**config.mk**
```make
export PLATFORM = sky130hd
export DESIGN_NAME = hpt_cfg_regs
export DESIGN_NICKNAME = d
export VERILOG_FILES = /design/src/rtl/homogeneous_point_transform_defines.svh /design/src/rtl/hpt_pkg.sv /design/src/rtl/hpt_cfg_regs.sv
export SDC_FILE = /design/constraint.sdc
export NUM_CORES = 1
export LEC_CHECK = 0
export BUFFER_PORTS_ARGS = -buffer_cell sky130_fd_sc_hd__buf_4
export CORE_AREA = 2 2 186 188
export DETAILED_ROUTE_END_ITERATION = 12
export DIE_AREA = 0 0 188 190
export GPL_ROUTABILITY_DRIVEN = 0
export PLACE_DENSITY = 0.8
export SLEW_MARGIN = 20
export SYNTH_ARGS = -nofsm -noshare
export SYNTH_HDL_FRONTEND = slang
export SYNTH_SLANG_ARGS = --single-unit
```
**constraint.sdc**
```tcl
create_clock -name clk -period 3.5 [get_ports clk]
set_input_delay 0.525 -clock clk [delete_from_list [all_inputs] [get_ports clk]]
set_output_delay 0.525 -clock clk [all_outputs]
set_load 0.1 [all_outputs]
```
**src/rtl/homogeneous_point_transform_defines.svh**
```systemverilog
// Assertion macros shared by the homogeneous point transform RTL.
// No dependencies; included by the top level only.
`ifndef HOMOGENEOUS_POINT_TRANSFORM_DEFINES_SVH
`define HOMOGENEOUS_POINT_TRANSFORM_DEFINES_SVH

// Same-cycle implication, disabled while reset is asserted.
`define HPT_ASSERT_NOW(name, clk, rst_n, ante, cons, msg) \
    name: assert property (@(posedge clk) disable iff (!rst_n) (ante) |-> (cons)) \
        else $error(msg);

// Next-cycle implication, disabled while reset is asserted.
`define HPT_ASSERT_NEXT(name, clk, rst_n, ante, cons, msg) \
    name: assert property (@(posedge clk) disable iff (!rst_n) (ante) |=> (cons)) \
        else $error(msg);

`endif

```
**src/rtl/hpt_pkg.sv**
```systemverilog
// Package for the homogeneous point transform: formats, codes, item struct.
// No dependencies.
`timescale 1ns / 1ps

package hpt_pkg;

    localparam int COORD_FRAC_BITS = 16;
    localparam int COEF_FRAC_BITS  = 16;
    localparam int COEF_W          = 18;
    localparam int COORD_W         = 32;
    localparam int ROW_W           = 3 * COEF_W;
    localparam int NUM_REGS        = 8;
    localparam int DATA_W          = 64;
    localparam int REG_IDX_W       = $clog2(NUM_REGS);
    localparam int PADDR_W         = REG_IDX_W + 3;

    localparam int PROD_W  = COEF_W + COORD_W;
    localparam int OFFS_W  = COORD_W + COEF_FRAC_BITS;
    localparam int ACC_W   = ((PROD_W > OFFS_W) ? PROD_W : OFFS_W) + 2;
    localparam int NUM_LOW = COORD_W - COORD_FRAC_BITS;

    localparam int QUO_W          = 32;
    localparam int BITS_PER_STAGE = 2;
    localparam int DIV_STAGES     = QUO_W / BITS_PER_STAGE;

    localparam logic [REG_IDX_W-1:0] REG_LINEAR_ROW0   = REG_IDX_W'(0);
    localparam logic [REG_IDX_W-1:0] REG_LINEAR_ROW1   = REG_IDX_W'(1);
    localparam logic [REG_IDX_W-1:0] REG_LINEAR_ROW2   = REG_IDX_W'(2);
    localparam logic [REG_IDX_W-1:0] REG_PROJECTIVE    = REG_IDX_W'(3);
    localparam logic [REG_IDX_W-1:0] REG_OFFSET_X      = REG_IDX_W'(4);
    localparam logic [REG_IDX_W-1:0] REG_OFFSET_Y      = REG_IDX_W'(5);
    localparam logic [REG_IDX_W-1:0] REG_OFFSET_Z      = REG_IDX_W'(6);
    localparam logic [REG_IDX_W-1:0] REG_W_OFFSET      = REG_IDX_W'(7);

    localparam logic [1:0] FAULT_OK       = 2'd0;
    localparam logic [1:0] FAULT_SAT      = 2'd1;
    localparam logic [1:0] FAULT_ZERO_DIV = 2'd2;

    // rows[0..2] linear, rows[3] projective; offs[0..2] translation, offs[3] w
    typedef struct packed {
        logic [3:0][ROW_W-1:0]   rows;
        logic [3:0][COORD_W-1:0] offs;
    } cfg_t;

    typedef struct packed {
        logic              neg;
        logic              big;
        logic [ACC_W-1:0]  rem;
        logic [QUO_W-1:0]  low;
        logic [QUO_W-1:0]  quo;
    } lane_t;

    typedef struct packed {
        lane_t [2:0]               lane;
        logic [ACC_W-1:0]          dvs;
        logic                      is_pos;
        logic                      zero_div;
        logic [2:0][COORD_W-1:0]   dir_val;
        logic                      dir_sat;
    } item_t;

    typedef struct packed {
        logic [COORD_W-1:0] val;
        logic               sat;
    } clamp_t;

    function automatic clamp_t sat_clamp(input logic neg, input logic [ACC_W-1:0] mag);
        clamp_t r;
        logic [ACC_W-1:0] neg_lim;
        logic [ACC_W-1:0] pos_lim;
        neg_lim = ACC_W'(1) << (COORD_W - 1);
        pos_lim = neg_lim - ACC_W'(1);
        r.sat = 1'b0;
        if (neg) begin
            if (mag > neg_lim) begin
                r.sat = 1'b1;
                r.val = neg_lim[COORD_W-1:0];
            end
            else begin
                r.val = COORD_W'(~mag + ACC_W'(1));
            end
        end
        else begin
            if (mag > pos_lim) begin
                r.sat = 1'b1;
                r.val = pos_lim[COORD_W-1:0];
            end
            else begin
                r.val = mag[COORD_W-1:0];
            end
        end
        return r;
    endfunction

endpackage

```
**src/rtl/hpt_cfg_regs.sv**
```systemverilog
// APB register file for the transform matrix.
// Depends on hpt_pkg.
`timescale 1ns / 1ps

module hpt_cfg_regs (
    input  logic                         clk,
    input  logic                         rst_n,
    input  logic                         psel,
    input  logic                         penable,
    input  logic                         pwrite,
    input  logic [hpt_pkg::PADDR_W-1:0]  paddr,
    input  logic [hpt_pkg::DATA_W-1:0]   pwdata,
    output logic [hpt_pkg::DATA_W-1:0]   prdata,
    output logic                         pready,
    output hpt_pkg::cfg_t                cfg
);

    hpt_pkg::cfg_t cfg_reg;
    logic [hpt_pkg::REG_IDX_W-1:0] idx;
    logic wr_en;

    assign idx    = paddr[hpt_pkg::PADDR_W-1:3];
    assign wr_en  = psel && penable && pwrite;
    assign pready = 1'b1;
    assign cfg    = cfg_reg;

    always_ff @(posedge clk or negedge rst_n)
    begin
        if (!rst_n)
        begin
            // identity matrix
            cfg_reg.rows[0] <= hpt_pkg::ROW_W'(1) << hpt_pkg::COEF_FRAC_BITS;
            cfg_reg.rows[1] <= hpt_pkg::ROW_W'(1) << (hpt_pkg::COEF_FRAC_BITS + hpt_pkg::COEF_W);
            cfg_reg.rows[2] <= hpt_pkg::ROW_W'(1)
                               << (hpt_pkg::COEF_FRAC_BITS + 2 * hpt_pkg::COEF_W);
            cfg_reg.rows[3] <= '0;
            cfg_reg.offs[0] <= '0;
            cfg_reg.offs[1] <= '0;
            cfg_reg.offs[2] <= '0;
            cfg_reg.offs[3] <= hpt_pkg::COORD_W'(1) << hpt_pkg::COORD_FRAC_BITS;
        end
        else if (wr_en)
        begin
            case (idx)
                hpt_pkg::REG_LINEAR_ROW0: cfg_reg.rows[0] <= pwdata[hpt_pkg::ROW_W-1:0];
                hpt_pkg::REG_LINEAR_ROW1: cfg_reg.rows[1] <= pwdata[hpt_pkg::ROW_W-1:0];
                hpt_pkg::REG_LINEAR_ROW2: cfg_reg.rows[2] <= pwdata[hpt_pkg::ROW_W-1:0];
                hpt_pkg::REG_PROJECTIVE:  cfg_reg.rows[3] <= pwdata[hpt_pkg::ROW_W-1:0];
                hpt_pkg::REG_OFFSET_X:    cfg_reg.offs[0] <= pwdata[hpt_pkg::COORD_W-1:0];
                hpt_pkg::REG_OFFSET_Y:    cfg_reg.offs[1] <= pwdata[hpt_pkg::COORD_W-1:0];
                hpt_pkg::REG_OFFSET_Z:    cfg_reg.offs[2] <= pwdata[hpt_pkg::COORD_W-1:0];
                hpt_pkg::REG_W_OFFSET:    cfg_reg.offs[3] <= pwdata[hpt_pkg::COORD_W-1:0];
                default: ;
            endcase
        end
    end

    always_comb
    begin
        prdata = '0;
        case (idx)
            hpt_pkg::REG_LINEAR_ROW0: prdata = hpt_pkg::DATA_W'(cfg_reg.rows[0]);
            hpt_pkg::REG_LINEAR_ROW1: prdata = hpt_pkg::DATA_W'(cfg_reg.rows[1]);
            hpt_pkg::REG_LINEAR_ROW2: prdata = hpt_pkg::DATA_W'(cfg_reg.rows[2]);
            hpt_pkg::REG_PROJECTIVE:  prdata = hpt_pkg::DATA_W'(cfg_reg.rows[3]);
            hpt_pkg::REG_OFFSET_X:    prdata = hpt_pkg::DATA_W'(cfg_reg.offs[0]);
            hpt_pkg::REG_OFFSET_Y:    prdata = hpt_pkg::DATA_W'(cfg_reg.offs[1]);
            hpt_pkg::REG_OFFSET_Z:    prdata = hpt_pkg::DATA_W'(cfg_reg.offs[2]);
            hpt_pkg::REG_W_OFFSET:    prdata = hpt_pkg::DATA_W'(cfg_reg.offs[3]);
            default:                  prdata = '0;
        endcase
    end

endmodule

```
### Yosys cells after proc, flatten, opt, wreduce, memory -nomap -nowiden

Index checks and enable logic that the tools add are counted.

* eq/ne operators: 7
* muxes and demuxes: 1
* reductions and logical operators: 11

Operators with widths (number)
* 64-bit one-hot mux with 8 select lines: 1
* 2-bit AND reduction: 8
* 3-bit equality test, second input constant: 4
* 3-bit by 2-bit equality test with 1-bit output, second input constant: 2
* 3-bit by 1-bit equality test with 1-bit output, second input constant: 1
* 3-bit logical NOT: 1
* 1-bit logical AND: 2

* flip-flop bits (word level): 344
* bits of input ports: 75
* output and inout bits: 409
* logic and storage cells: 27

### Longest topological paths before layout

* depth after elaboration: 3
* gate-level depth with buffers: 6
* gate-level depth less buffers: 3

### Least setup slack after synthesis

No wires, ideal clock.

* path type: register to output
* start point: register cfg_reg (netlist bit cfg[214])
* end point: output prdata[32] (netlist name)
* arrival time: 2663 ps
* required time: 2975 ps
* setup slack: 312 ps
* cell stages (with the launch flop): 3
* path buffers: 0
* path through: dfrtp_1 mux4_2 nor2b_1

* word-level cells in the longest chain between the ends: 1

RTL lines
* from (decl): line hpt_cfg_regs.sv:18 `hpt_pkg::cfg_t cfg_reg;`
* 64-bit one-hot mux with 8 select lines: line hpt_cfg_regs.sv:61 `case (idx)`
* to (decl): line hpt_cfg_regs.sv:13 `output logic [hpt_pkg::DATA_W-1:0] prdata,`

Every way passes these cells. The select of a mux whose other input is x is not followed.

### Worst setup path in the final report

* start point: input paddr[4] (netlist name)
* end point: output prdata[25] (netlist name)

* word-level cells in the longest chain between the ends: 2
* elaborated cells between the ends (all ways): 9
* those cells by class: 7 x eq/ne; 1 x mux; 1 x reduce/logical

RTL lines
* from (decl): line hpt_cfg_regs.sv:11 `input logic [hpt_pkg::PADDR_W-1:0] paddr,`
* 3-bit equality test (tied with other cells): line hpt_cfg_regs.sv:61
* 64-bit one-hot mux with 8 select lines (*): line hpt_cfg_regs.sv:61

Every way passes the cells marked *; elsewhere a longest branch is shown, timed or not. The select of a mux whose other input is x is not followed.

==> results.md <==
* RSZ-0062 raised after global routing: false
* Synth area leader: dfrtp_1
* Number of global-route vias before repair at 11,783
* Hpwl dp at 34.08 mm
* Top area cells in the synthesized netlist: dfrtp_1 (54%), mux2_2 (20%), mux2i_1 (5.3%), mux2_4 (4.8%), mux4_2 (3.1%)
* Largest net degree at the start of global routing at 79
* Reg-to-Reg Start: cfg[266]
* Number of synthesized flops with an enable pin at 0
* FF-to-FF End: cfg[266]
* Core Area at 33,950 um2
* Post-synthesis cell area at 15,780 um2
* Non-Filler Instances at 2,015
* # fillers at 2,645
* Fin worst setup slack at 0.5366 ns
* Crit end category: primary output
* Root Buffer Master: clkbuf_16
* Synth top area share at 53.91%
* Peak Freq at 337.4 MHz
* Worst r2r path cells at 1
* GR Util met2 at 46.05%
* Worst clock skew at 0 ns
* Slew Viols, Final at 0
* CP max FO at 32
* Clock-pin slew on the worst setup and hold paths at 0.05 ns
* Die Ht at 190 um
* Slew HR at 33.57%
* Worst-Margin Slew at 0.9964 ns
* Min cycle time layout at 2.963 ns
* Num ports at 484
* Synth warn at 0
* Starting density of the core at 46.49%
* Post-Route WL at 49.44 mm
* Final ANT Viol Nets at 0
* Violated checks: hold timing
* Final nets at 1,609
* Pwr Density at 913.8 nW/um2
* Initial DRC count at 474
* GRT Total Usage at 26.96%
* Avg Inst Size Synth at 14.68 um2
* Post-Place Cells at 1,950
* Max FFs per register at 344
* Via Count at 11,386
* Reg2Reg Setup Slack at 2.66 ns
* Seq. cell area at 8613 um2
* Netlist cell types at 28
* Area growth syn-to-layout at 33.17%
* Critical path class: input port to primary output
* Synthesized instance count at 1,075
* Most common cell in the synthesized netlist: dfrtp_1
* WHS at -0.01162 ns
* Die ar. at 35,720 um2
* Hold_buf cts at 0
* Drc violations at 0
* Buffers on Ports at 459
* Post-CTS resize count at 0
* Met1 Use GR at 33.57%
* Die X at 188 um
* Avg WL per Cell at 24.54 um
* Postcts setup bufs at 0
* Via/cell ratio at 5.651
* Max-Cap Viols at 0
* Dpl ws at 0.5420 ns
* Area of the multi-input gates at 6651 um2
* # rows at 68
* Critical path origin: paddr[4]
* Synth cell count leaders: dfrtp_1 (340), mux2_2 (284), mux2i_1 (84)
* Top Usage Layer GRT: met2
* Seq/Total Area, Yosys at 54.57%
* Worst VDD drop at 671.4 uV
* Crit path DAT at 2.44 ns
* CTS tree: yes
* Final Setup Violations at 0
* Setup total negative slack at 0 ns
* CP required at 2.97 ns
* Number of diodes at 0
* GR met3 Demand/Resource at 5.921%
* Pwr Total at 19.21 mW
* TritonCTS Buffers at 37
* Crit path launch type: input port
* Gr ovfl total at 0
* H-tree Lvls at 2
* Synth async-reset ratio at 100.0%
* Clk_lat worst skew at 0.50 ns
* Antenna violations before repair at 0
* Longest Clk Path Bufs at 3
* Post-route clock period utilization at 84.67%
* Most used DFF post-synth: dfrtp_1
* Final Hold Fails at 4
* Sink Count at 344
* First-pass GRT wire length at 73.72 mm
* Run status: complete, but fails checks
* Layout cell share with drive strength beyond 1 at 59.29%
* Detailed Routing Iterations Pass 1 at 5
* Final core occ at 61.91%
* P_leak at 10.42 nW
* Worst min path class: input port to async pin
* Seq cells post-synth at 344
## stage by stage
| step | cell area (um2) | hold slack, ns |
|---|---|---|
| finish | 21020 | -0.01162 |
| global route | 21020 | 0.02430 |
| CTS | 21020 | 0.02057 |
| detailed placement | 19820 | 0.5153 |
| global placement | 19820 | 0.4979 |
| floorplan | 15820 | 0.2294 |
## per-layer routing
metal	part of all wire (%)	vias up
li1	-	4855
met1	39	5902
met2	50	510
met3	7.2	119
met4	3.5	0
met5	0	-
## layout by cell type (no fill, tap or decap), types with 10 or more instances in the layout
master       n
buf_4      486
dfrtp_1    340
mux2_2     284
mux2i_1     84
mux2_4      50
inv_1       38
clkbuf_16   37
a221oi_1    32
o22ai_1     26
o22a_1      26
nor2b_1     23
mux4_2      22
conb_1      11
mux2_1      10
## final cells by class
cell class / count / share of cell area, %
flip-flops and latches: 344 / 40.98
inverters: 38 / 0.6787
clock inverters: 11 / 0.5596
well taps: 455 / 2.709
repair buffers: 496 / 18.29
clock buffers: 54 / 5.138
multi-input cells: 617 / 31.65
## worst max-delay path, stage by stage
cell and delay, ns:
buf_4 0.38, or3_2 0.89, o32a_1 0.31, buf_4 0.30
## how the worst max path moves through the flow
stage	to	cells after the start
3_5_place_dp	prdata[9]	4
5_1_grt	prdata[9]	4
6_report	prdata[25]	4
4_1_cts	prdata[9]	4
3_3_place_gp	prdata[17]	4
2_1_floorplan	prdata[32]	2
## kinds of logic after synthesis
kind of cell	synth area share, %
AND/OR/NAND/NOR	2.069
buffers and inverters	3.813
multiplexers	34.20
flip-flops	54.57
AO/OA/AOI/OAI	5.296
other	0.04758
## power breakdown
group          total [mW]  internal, mW  switching [mW]
logic                9.87          2.10            7.77
clock network        3.86          2.29            1.57
registers            5.47          4.77           0.702
(Power assumes the default switching activity.)
